`src/design/pixel_frame_sample_packer_unit_defines.svh`:
```
// ----------------------------------------------------------------------------
// pixel frame sample packer assertion macros
// shared helpers for the concurrent checks in the packer modules
// ----------------------------------------------------------------------------
`ifndef PIXEL_FRAME_SAMPLE_PACKER_UNIT_DEFINES_SVH
`define PIXEL_FRAME_SAMPLE_PACKER_UNIT_DEFINES_SVH

// same-cycle implication, checked outside reset
`define PFSP_ASSERT_IMP(lbl, clk, rst, ante, cons, msg) \
   lbl: assert property (@(posedge clk) disable iff (rst) (ante) |-> (cons)) \
      else $error(msg);

// next-cycle implication, checked outside reset
`define PFSP_ASSERT_NXT(lbl, clk, rst, ante, cons, msg) \
   lbl: assert property (@(posedge clk) disable iff (rst) (ante) |=> (cons)) \
      else $error(msg);

`endif

```
`src/design/pfsp_pkg.sv`:
```
// ----------------------------------------------------------------------------
// pfsp_pkg
// types and constants shared by the pixel frame sample packer modules
// ----------------------------------------------------------------------------
package pfsp_pkg;

   localparam logic [7:0] START_MARKER = 8'hAC;

   // register indexes of the configuration port
   localparam logic [1:0] CSR_FRAME_COLUMNS    = 2'd0;
   localparam logic [1:0] CSR_FRAME_ROWS       = 2'd1;
   localparam logic [1:0] CSR_PACKET_BYTES     = 2'd2;
   localparam logic [1:0] CSR_FRAME_DESCRIPTOR = 2'd3;

   localparam logic [7:0] RESET_FRAME_COLUMNS    = 8'd20;
   localparam logic [7:0] RESET_FRAME_ROWS       = 8'd20;
   localparam logic [6:0] RESET_PACKET_BYTES     = 7'd64;
   localparam logic [7:0] RESET_FRAME_DESCRIPTOR = 8'd0;

   localparam int QUEUE_DEPTH = 4;
   localparam int QPTR_W      = $clog2(QUEUE_DEPTH);
   localparam int QCOUNT_W    = $clog2(QUEUE_DEPTH + 1);

   typedef struct packed {
      logic [7:0] frame_columns;
      logic [7:0] frame_rows;
      logic [6:0] packet_bytes;
      logic [7:0] frame_descriptor;
   } cfg_type;

   // one classified sample: what the back end must emit for it
   typedef struct packed {
      logic       start;    // marker and descriptor first
      logic [7:0] byte0;
      logic [7:0] byte1;
      logic       two;      // byte1 is sent
      logic       commit;   // bare commit closes the frame
   } entry_type;

   typedef enum logic [4:0] {
      ST_MARK   = 5'b00001,
      ST_DESC   = 5'b00010,
      ST_B0     = 5'b00100,
      ST_B1     = 5'b01000,
      ST_COMMIT = 5'b10000
   } step_type;

endpackage

```
`src/design/pfsp_front.sv`:
```
// ----------------------------------------------------------------------------
// pfsp_front
// accepts words, tracks the scan position and packs samples into bytes
// ----------------------------------------------------------------------------
module pfsp_front #(
   parameter int SAMPLES_PER_PIXEL = 4
) (
   input  logic                clock,
   input  logic                reset,
   input  pfsp_pkg::cfg_type   cfg,
   input  logic                req_valid,
   output logic                req_ready,
   input  logic                req_op,
   input  logic [9:0]          req_sample,
   input  logic                q_full,
   output logic                q_push,
   output pfsp_pkg::entry_type q_entry
);

   localparam logic [3:0] SPP = 4'(SAMPLES_PER_PIXEL);

   logic [7:0] column_pos_ff, column_pos_in;
   logic [7:0] row_pos_ff, row_pos_in;
   logic [2:0] sample_in_pixel_ff, sample_in_pixel_in;
   logic [7:0] carry_bits_ff, carry_bits_in;
   logic [2:0] carry_count_ff, carry_count_in;
   logic       start_pending_ff, start_pending_in;

   logic       accept;
   logic [7:0] cb_eff;
   logic [2:0] cc_eff;
   logic [7:0] hi, lo, carry_new;
   logic [3:0] cc_sum;
   logic [7:0] last_col, last_row;
   logic       pixel_end;

   assign req_ready = !q_full;
   assign accept    = req_valid && req_ready;
   assign q_push    = accept && !req_op;

   always_comb begin
      cb_eff    = start_pending_ff ? 8'd0 : carry_bits_ff;
      cc_eff    = start_pending_ff ? 3'd0 : carry_count_ff;
      hi        = req_sample[9:2];
      lo        = {req_sample[1:0], 6'd0};
      carry_new = (hi << (4'd8 - {1'b0, cc_eff})) | (lo >> cc_eff);
      cc_sum    = {1'b0, cc_eff} + 4'd2;
      last_col  = ((cfg.frame_columns == 8'd0) ? 8'd1 : cfg.frame_columns) - 8'd1;
      last_row  = ((cfg.frame_rows == 8'd0) ? 8'd1 : cfg.frame_rows) - 8'd1;
      pixel_end = ({1'b0, sample_in_pixel_ff} + 4'd1) >= SPP;

      q_entry.start  = start_pending_ff;
      q_entry.byte0  = cb_eff | (hi >> cc_eff);
      q_entry.byte1  = carry_new;
      q_entry.two    = cc_sum >= 4'd8;
      q_entry.commit = pixel_end && (column_pos_ff == last_col) && (row_pos_ff == last_row);

      column_pos_in      = column_pos_ff;
      row_pos_in         = row_pos_ff;
      sample_in_pixel_in = sample_in_pixel_ff;
      carry_bits_in      = carry_bits_ff;
      carry_count_in     = carry_count_ff;
      start_pending_in   = start_pending_ff;

      if (accept && req_op) begin
         column_pos_in      = 8'd0;
         row_pos_in         = 8'd0;
         sample_in_pixel_in = 3'd0;
         start_pending_in   = 1'b1;
      end else if (accept) begin
         start_pending_in = 1'b0;
         if (q_entry.two) begin
            carry_bits_in  = 8'd0;
            carry_count_in = 3'd0;
         end else begin
            carry_bits_in  = carry_new;
            carry_count_in = cc_sum[2:0];
         end
         if (pixel_end) begin
            sample_in_pixel_in = 3'd0;
            if (column_pos_ff >= last_col && row_pos_ff >= last_row) begin
               // exactly on the corner or beyond a shrunk frame
               column_pos_in    = 8'd0;
               row_pos_in       = 8'd0;
               start_pending_in = 1'b1;
            end else if (column_pos_ff >= last_col) begin
               column_pos_in = 8'd0;
               row_pos_in    = row_pos_ff + 8'd1;
            end else begin
               column_pos_in = column_pos_ff + 8'd1;
            end
         end else begin
            sample_in_pixel_in = sample_in_pixel_ff + 3'd1;
         end
      end
   end

   always_ff @(posedge clock) begin
      if (reset) begin
         column_pos_ff      <= 8'd0;
         row_pos_ff         <= 8'd0;
         sample_in_pixel_ff <= 3'd0;
         carry_bits_ff      <= 8'd0;
         carry_count_ff     <= 3'd0;
         start_pending_ff   <= 1'b1;
      end else begin
         column_pos_ff      <= column_pos_in;
         row_pos_ff         <= row_pos_in;
         sample_in_pixel_ff <= sample_in_pixel_in;
         carry_bits_ff      <= carry_bits_in;
         carry_count_ff     <= carry_count_in;
         start_pending_ff   <= start_pending_in;
      end
   end

endmodule

```
`src/design/pfsp_queue.sv`:
```
// ----------------------------------------------------------------------------
// pfsp_queue
// short first-in first-out queue of classified samples
// ----------------------------------------------------------------------------
`include "pixel_frame_sample_packer_unit_defines.svh"

module pfsp_queue (
   input  logic                clock,
   input  logic                reset,
   input  logic                push,
   input  pfsp_pkg::entry_type push_entry,
   input  logic                pop,
   output pfsp_pkg::entry_type head,
   output logic                full,
   output logic                empty
);

   pfsp_pkg::entry_type slots_ff [pfsp_pkg::QUEUE_DEPTH];

   logic [pfsp_pkg::QPTR_W-1:0]   wr_ptr_ff, wr_ptr_in;
   logic [pfsp_pkg::QPTR_W-1:0]   rd_ptr_ff, rd_ptr_in;
   logic [pfsp_pkg::QCOUNT_W-1:0] count_ff, count_in;

   assign full  = count_ff == pfsp_pkg::QCOUNT_W'(pfsp_pkg::QUEUE_DEPTH);
   assign empty = count_ff == '0;
   assign head  = slots_ff[rd_ptr_ff];

   always_comb begin
      wr_ptr_in = push ? wr_ptr_ff + 1'b1 : wr_ptr_ff;
      rd_ptr_in = pop ? rd_ptr_ff + 1'b1 : rd_ptr_ff;
      count_in  = count_ff;
      if (push && !pop) begin
         count_in = count_ff + 1'b1;
      end else if (pop && !push) begin
         count_in = count_ff - 1'b1;
      end
   end

   always_ff @(posedge clock) begin
      if (push) begin
         slots_ff[wr_ptr_ff] <= push_entry;
      end
   end

   always_ff @(posedge clock) begin
      if (reset) begin
         wr_ptr_ff <= '0;
         rd_ptr_ff <= '0;
         count_ff  <= '0;
      end else begin
         wr_ptr_ff <= wr_ptr_in;
         rd_ptr_ff <= rd_ptr_in;
         count_ff  <= count_in;
      end
   end

   `PFSP_ASSERT_IMP(a_no_overflow, clock, reset, push, !full, "push into a full queue")
   `PFSP_ASSERT_IMP(a_no_underflow, clock, reset, pop, !empty, "pop from an empty queue")
   `PFSP_ASSERT_NXT(a_count_tracks, clock, reset, push && !pop && !full, !empty,
      "queue empty after a push")

endmodule

```
`src/design/pfsp_back.sv`:
```
// ----------------------------------------------------------------------------
// pfsp_back
// expands queued samples into result words and keeps the packet count
// ----------------------------------------------------------------------------
`include "pixel_frame_sample_packer_unit_defines.svh"

module pfsp_back (
   input  logic                clock,
   input  logic                reset,
   input  pfsp_pkg::cfg_type   cfg,
   input  pfsp_pkg::entry_type head,
   input  logic                empty,
   output logic                pop,
   output logic                rsp_valid,
   input  logic                rsp_ready,
   output logic [7:0]          rsp_out_byte,
   output logic                rsp_byte_valid,
   output logic                rsp_packet_end,
   output logic                rsp_last
);

   pfsp_pkg::step_type step_ff, step_in, cur_step, next_step;

   logic       mid_ff, mid_in;
   logic [6:0] fill_ff, fill_in;
   logic       valid_ff, valid_in;
   logic [7:0] byte_ff, byte_in;
   logic       bvalid_ff, bvalid_in;
   logic       pend_ff, pend_in;
   logic       last_ff, last_in;

   logic       load;
   logic       done;
   logic       is_commit;
   logic [7:0] cur_byte;
   logic [6:0] limit;
   logic [6:0] fill_next;

   assign load     = !valid_ff || rsp_ready;
   assign cur_step = mid_ff ? step_ff : (head.start ? pfsp_pkg::ST_MARK : pfsp_pkg::ST_B0);
   assign limit    = (cfg.packet_bytes == 7'd0) ? 7'd1 : cfg.packet_bytes;
   assign fill_next = fill_ff + 7'd1;

   always_comb begin
      next_step = pfsp_pkg::ST_B0;
      done      = 1'b0;
      cur_byte  = 8'd0;
      is_commit = 1'b0;
      unique case (cur_step)
         pfsp_pkg::ST_MARK: begin
            cur_byte  = pfsp_pkg::START_MARKER;
            next_step = pfsp_pkg::ST_DESC;
         end
         pfsp_pkg::ST_DESC: begin
            cur_byte  = cfg.frame_descriptor;
            next_step = pfsp_pkg::ST_B0;
         end
         pfsp_pkg::ST_B0: begin
            cur_byte = head.byte0;
            if (head.two) begin
               next_step = pfsp_pkg::ST_B1;
            end else if (head.commit) begin
               next_step = pfsp_pkg::ST_COMMIT;
            end else begin
               done = 1'b1;
            end
         end
         pfsp_pkg::ST_B1: begin
            cur_byte = head.byte1;
            if (head.commit) begin
               next_step = pfsp_pkg::ST_COMMIT;
            end else begin
               done = 1'b1;
            end
         end
         pfsp_pkg::ST_COMMIT: begin
            is_commit = 1'b1;
            done      = 1'b1;
         end
         default: begin
            done = 1'b1;
         end
      endcase
   end

   assign pop = load && !empty && done;

   always_comb begin
      step_in   = step_ff;
      mid_in    = mid_ff;
      fill_in   = fill_ff;
      valid_in  = valid_ff;
      byte_in   = byte_ff;
      bvalid_in = bvalid_ff;
      pend_in   = pend_ff;
      last_in   = last_ff;
      if (load) begin
         valid_in = !empty;
         if (!empty) begin
            byte_in   = cur_byte;
            bvalid_in = !is_commit;
            last_in   = done;
            mid_in    = !done;
            step_in   = next_step;
            // a bare commit always closes the packet, even an empty one
            if (is_commit || fill_next == limit) begin
               pend_in = 1'b1;
               fill_in = 7'd0;
            end else begin
               pend_in = 1'b0;
               fill_in = fill_next;
            end
         end
      end
   end

   always_ff @(posedge clock) begin
      if (reset) begin
         step_ff  <= pfsp_pkg::ST_B0;
         mid_ff   <= 1'b0;
         fill_ff  <= 7'd0;
         valid_ff <= 1'b0;
      end else begin
         step_ff  <= step_in;
         mid_ff   <= mid_in;
         fill_ff  <= fill_in;
         valid_ff <= valid_in;
      end
   end

   always_ff @(posedge clock) begin
      byte_ff   <= byte_in;
      bvalid_ff <= bvalid_in;
      pend_ff   <= pend_in;
      last_ff   <= last_in;
   end

   assign rsp_valid      = valid_ff;
   assign rsp_out_byte   = byte_ff;
   assign rsp_byte_valid = bvalid_ff;
   assign rsp_packet_end = pend_ff;
   assign rsp_last       = last_ff;

   `PFSP_ASSERT_IMP(a_commit_closes, clock, reset, valid_ff && !bvalid_ff,
      pend_ff && last_ff && byte_ff == 8'd0, "bare commit word malformed")
   `PFSP_ASSERT_IMP(a_pop_ends_word, clock, reset, pop, !mid_in,
      "entry released mid sequence")

endmodule

```
`src/design/pixel_frame_sample_packer_unit.sv`:
```
// ----------------------------------------------------------------------------
// pixel_frame_sample_packer_unit
// packs 10-bit pixel samples into a framed, packetised byte stream
// ----------------------------------------------------------------------------
// A restart word gives no result. A sample word is taken by the front end,
// which packs it and queues it in a four-deep queue; the back end then sends
// its results one per cycle while the receiver is ready: one or two data
// bytes, preceded by the start marker and descriptor on the first sample of a
// frame and followed by a bare commit on the last. The back end's one word per
// cycle, while the receiver is ready, sets the sustained rate. Configuration is
// to be written only while idle; the block itself does not enforce it.
module pixel_frame_sample_packer_unit #(
   parameter int SAMPLES_PER_PIXEL = 4
) (
   input  logic       clock,
   input  logic       reset,
   input  logic       csr_write_enable,
   input  logic [1:0] csr_index,
   input  logic [7:0] csr_wdata,
   input  logic       req_valid,
   output logic       req_ready,
   input  logic       req_op,
   input  logic [9:0] req_sample,
   output logic       rsp_valid,
   input  logic       rsp_ready,
   output logic [7:0] rsp_out_byte,
   output logic       rsp_byte_valid,
   output logic       rsp_packet_end,
   output logic       rsp_last
);

   pfsp_pkg::cfg_type   cfg_ff, cfg_in;
   pfsp_pkg::entry_type push_entry, head;

   logic push, pop, full, empty;

   always_comb begin
      cfg_in = cfg_ff;
      if (csr_write_enable) begin
         unique case (csr_index)
            pfsp_pkg::CSR_FRAME_COLUMNS:    cfg_in.frame_columns    = csr_wdata;
            pfsp_pkg::CSR_FRAME_ROWS:       cfg_in.frame_rows       = csr_wdata;
            pfsp_pkg::CSR_PACKET_BYTES:     cfg_in.packet_bytes     = csr_wdata[6:0];
            pfsp_pkg::CSR_FRAME_DESCRIPTOR: cfg_in.frame_descriptor = csr_wdata;
            default:                        cfg_in = cfg_ff;
         endcase
      end
   end

   always_ff @(posedge clock) begin
      if (reset) begin
         cfg_ff.frame_columns    <= pfsp_pkg::RESET_FRAME_COLUMNS;
         cfg_ff.frame_rows       <= pfsp_pkg::RESET_FRAME_ROWS;
         cfg_ff.packet_bytes     <= pfsp_pkg::RESET_PACKET_BYTES;
         cfg_ff.frame_descriptor <= pfsp_pkg::RESET_FRAME_DESCRIPTOR;
      end else begin
         cfg_ff <= cfg_in;
      end
   end

   pfsp_front #(
      .SAMPLES_PER_PIXEL(SAMPLES_PER_PIXEL)
   ) u_front (
      .clock      (clock),
      .reset      (reset),
      .cfg        (cfg_ff),
      .req_valid  (req_valid),
      .req_ready  (req_ready),
      .req_op     (req_op),
      .req_sample (req_sample),
      .q_full     (full),
      .q_push     (push),
      .q_entry    (push_entry)
   );

   pfsp_queue u_queue (
      .clock      (clock),
      .reset      (reset),
      .push       (push),
      .push_entry (push_entry),
      .pop        (pop),
      .head       (head),
      .full       (full),
      .empty      (empty)
   );

   pfsp_back u_back (
      .clock          (clock),
      .reset          (reset),
      .cfg            (cfg_ff),
      .head           (head),
      .empty          (empty),
      .pop            (pop),
      .rsp_valid      (rsp_valid),
      .rsp_ready      (rsp_ready),
      .rsp_out_byte   (rsp_out_byte),
      .rsp_byte_valid (rsp_byte_valid),
      .rsp_packet_end (rsp_packet_end),
      .rsp_last       (rsp_last)
   );

endmodule

```
`config.mk`:
```
export PLATFORM = sky130hd
export DESIGN_NAME = pixel_frame_sample_packer_unit
export DESIGN_NICKNAME = d
export VERILOG_FILES = /design/src/design/pfsp_pkg.sv /design/src/design/pfsp_front.sv /design/src/design/pfsp_queue.sv /design/src/design/pfsp_back.sv /design/src/design/pixel_frame_sample_packer_unit.sv
export VERILOG_INCLUDE_DIRS = /design/src /design/src/design
export SDC_FILE = /design/constraint.sdc
export NUM_CORES = 1
export LEC_CHECK = 0
export BUFFER_PORTS_ARGS = -buffer_cell sky130_fd_sc_hd__buf_2
export CAP_MARGIN = 5
export CORE_MARGIN = 5
export CORE_UTILIZATION = 50
export DETAILED_ROUTE_END_ITERATION = 16
export HOLD_SLACK_MARGIN = 0.1
export PLACE_DENSITY_LB_ADDON = 0.2
export RECOVER_POWER = 25
export SLEW_MARGIN = 10
export SYNTH_ARGS = -nofsm -noshare
export SYNTH_HDL_FRONTEND = slang
export SYNTH_SLANG_ARGS = --single-unit
```
`constraint.sdc`:
```
create_clock -name clock -period 3.4 [get_ports clock]
set_input_delay 0.34 -clock clock [delete_from_list [all_inputs] [get_ports clock]]
set_output_delay 0.34 -clock clock [all_outputs]
set_load 0.02 [all_outputs]
```
==> results.yml <==
run_status:
  status: "finished clean"
floorplan:
  initial_core_util_pct: 50.5
  rows: 47
  coreArea_um2: 16500
  die_h_um: 139
  die_w_um: 139
  die_area_um2: 19300
  io_pins: 39
timing:
  post-route-period-util_pct: 93.0
  hold_violations: 0
  fmax_mhz: 316
  max_slew.worst_pin.slew_ns: 1.03
  setup_viol: 0
  layout_min_cycle_time_ns: 3.16
  max_slew_margin_pct: 31.2
  slew_violations: 0
  setup_ws_ns: 0.239
  fin_skew_ns: 0.00936
synthesis:
  yosysUniqueCellTypes: 74
  yosysTopAreaCell: "edfxtp_1"
  async_flop_share_pct: 0
  yosysTopAreaCellShare_pct: 31.4
  synth_flop_cell: "edfxtp_1"
  yosys_register_bits: 171
  ys_warn_count: 0
  synth-edff-count: 87
  ys_seq_area_share_pct: 51.6
  synth_area_um2: 8320
  synth.area.top_cells: "edfxtp_1, dfxtp_1, mux4_2, ha_1, mux2i_1"
  syn_avg_cell_area_um2: 11.5
  synth_nets: 781
  syn_inst: 722
critical_path:
  cpPeakStageDelay_ns: 0.55
  reg2reg_depth: 12
  timing.rr.start: "cfg_ff[26]"
  crit_top_cell: "ha_1"
  cp_max_fo: 6
  startpoint_type: "flip-flop"
  crit_chain: "nor4_2 -> a31oi_2 -> ha_1 -> nand2b_1 -> nor4_1 -> xnor2_1 -> ha_1 -> nand4_1 -> o21ai_2 -> nand2_1 -> or4_1 -> a21oi_1"
  critPathSlowestCell: "or4_1"
  crit_path_start: "cfg_ff[26]"
  path_class: "flip-flop to flip-flop"
  crit_buf_inv: 0
  cp_data_required_time_ns: 3.76
  cp.arrival_ns: 3.52
  cp.depth: 12
  worst_r2r_endpoint: "u_front.row_pos_ff[7]"
  crit_end: "u_front.row_pos_ff[7]"
  rrSetupSlack_ns: 0.24
  crit_family: "simple AND/OR/NAND/NOR gates"
  end_kind: "flip-flop"
route:
  routedWlPerCell_um: 17.9
  drc_errors: 0
  drtAntennaViolNets: 0
  totalWireLength_mm: 18.0
  vias_per_cell: 5.73
  first_pass_iters: 7
  first_iter_violations: 424
  vias: 5768
power_and_ir_drop:
  power_density_nw_per_um2: 614
  leakage_nw: 3.64
  vdd_drop_max_mv: 0.430
final_layout:
  area_growth_pct: 13.6
  final_nets: 832
  drive_above_1_share_pct: 14.0
  final_util_pct: 57.4
  n_antenna_cell: 0
global_routing:
  grt_antenna_before_repair: 0
  grt_pass1_wl_mm: 29.0
  grt_max_degree: 43
  grt_pass1_vias: 5617
  grtUsageTotal_pct: 18.7
  grt.overflow.total: 0
job:
  max-cap-violations: 0
clocking:
  htreeDepth: 4
  cts_hold_buf: 0
  insertion_delay_ns: 0.43
  cts_max_path_buffers: 2
  clkSinkCount: 171
  cts-root-buf: "clkbuf_16"
  cts_made_buffers: 17
  clk_pin_slew_worst_paths_ns: 0.06
  cts_tree: "built"
placed_design:
  io_buffer_count: 38
  dpl.hpwl_mm: 12.9
  gp_congestion: 0.883
  dp_worst_setup_slack_ns: 0.105
worst_hold_path:
  hold_depth: 4
  hold_class: "input pin to flip-flop"
[state kept, by name, summed over array words and instances (netlist names), named ones only]
| register | count |
|---|---|
| u_queue.count_ff | 3 |
| u_front.sample_in_pixel_ff | 3 |
| u_queue.rd_ptr_ff | 2 |
| u_front.column_pos_ff | 8 |
| u_front.carry_bits_ff | 8 |
| u_back.mid_ff | 1 |
| u_queue.wr_ptr_ff | 2 |
| u_back.rsp_out_byte | 8 |
| u_back.rsp_byte_valid | 1 |
| u_back.rsp_last | 1 |
| u_front.row_pos_ff | 8 |
| u_front.start_pending_ff | 1 |
| u_back.fill_ff | 7 |
| u_front.carry_count_ff | 3 |
| cfg_ff | 31 |
| u_back.rsp_packet_end | 1 |
| u_back.step_ff | 4 |
| u_back.rsp_valid | 1 |
| u_queue.slots_ff | 76 |
[through the flow]
stage	instances	total power [mW]	area [um^2]	hold WS, ns	TNS (ns)
final	1006	5.81	9450	0.191	0
after global routing	1006	6.08	9450	0.191	-0.0165
after CTS	1004	5.88	9450	0.172	0
after detailed placement	972	3.88	8820	0.472	0
after global placement	972	3.83	8820	0.450	0
after floorplan	722	3.48	8320	0.456	0
[cells in the final DEF, fill, tap and decap left out, types with 20 or more instances in the layout]
cell type / n
dfxtp_1: 84
clkbuf_1: 20
nand2_1: 61
nor2_1: 89
edfxtp_1: 87
mux2i_1: 40
buf_4: 20
xor2_1: 20
buf_2: 24
xnor2_1: 20
a21oi_1: 26
ha_1: 32
[worst reg2reg max path: cells and delay by family (launching register included)]
kind	cells	cell delay [ns]
adder cells (fa/ha/maj)	2	0.58
XOR/XNOR	1	0.11
AND/OR/NAND/NOR	6	1.28
AO/OA/AOI/OAI	3	0.70
flip-flops	1	0.44
[power by group]
| group | switching [mW] | leakage, nW | internal, mW |
|---|---|---|---|
| logic | 0.766 | 1.85 | 0.470 |
| clock network | 0.778 | 0.298 | 1.23 |
| registers | 0.136 | 1.49 | 2.43 |
[metal layers]
layer,wire length [um],track usage (%)
met5,0,0
met4,299,5.92
met3,765,3.93
met2,8740,30.4
met1,8230,25.4
[final cells by class]
| cell class | instances | area (um^2) |
|---|---|---|
| clock buffers | 24 | 524 |
| clock inverters | 8 | 103 |
| fillers | 1390 | 7020 |
| inverters | 25 | 93.8 |
| multi-input cells | 496 | 3820 |
| flip-flops and latches | 171 | 4290 |
| well taps | 220 | 275 |
| repair buffers | 62 | 338 |
[cells in the mapped netlist, drive strengths merged (4+ instances only)]
cell type,count
nor2b,4
a32o,5
nor3,9
edfxtp,87
xnor2,21
a21o,10
xor2,20
clkinv,4
o21ai,14
mux2i,40
nand3b,6
buf,11
nor3b,4
o31ai,5
nor4,5
or3,6
clkbuf,19
nand2,62
nand3,10
a22o,4
inv,21
and3,7
mux4,25
nand2b,8
nor2,89
ha,32
dfxtp,84
nand4,13
and2,7
a21oi,27
a22oi,10
a31oi,6
[cell families after synthesis]
family	count (synthesis)	synth area share (%)
AOI/OAI and AO/OA	112	9.79
xor gates and xnor gates	41	4.41
adders and majority gates	33	5.05
buffers and inverters	55	2.77
DFF	171	51.6
muxes	68	12.3
and+or+nand+nor	242	14.0
[timing repair]
item                       CTS  global route
setup endpoints to repair    2            17
pin swaps                    0             1
resized for setup            1             3
setup buffers                0             2
[worst min-delay path by stage]
stage                          startpoint               endpoint  slack (ns)
floorplan           u_front.row_pos_ff[7]  u_front.row_pos_ff[7]        0.46
global placement         u_back.rsp_valid       u_back.rsp_valid        0.45
detailed placement       u_back.rsp_valid       u_back.rsp_valid        0.47
CTS                             rsp_ready       u_back.rsp_valid        0.17
global route                    rsp_ready       u_back.rsp_valid        0.19
finish                          rsp_ready       u_back.rsp_valid        0.19
Power figures use the tool's default switching activity.
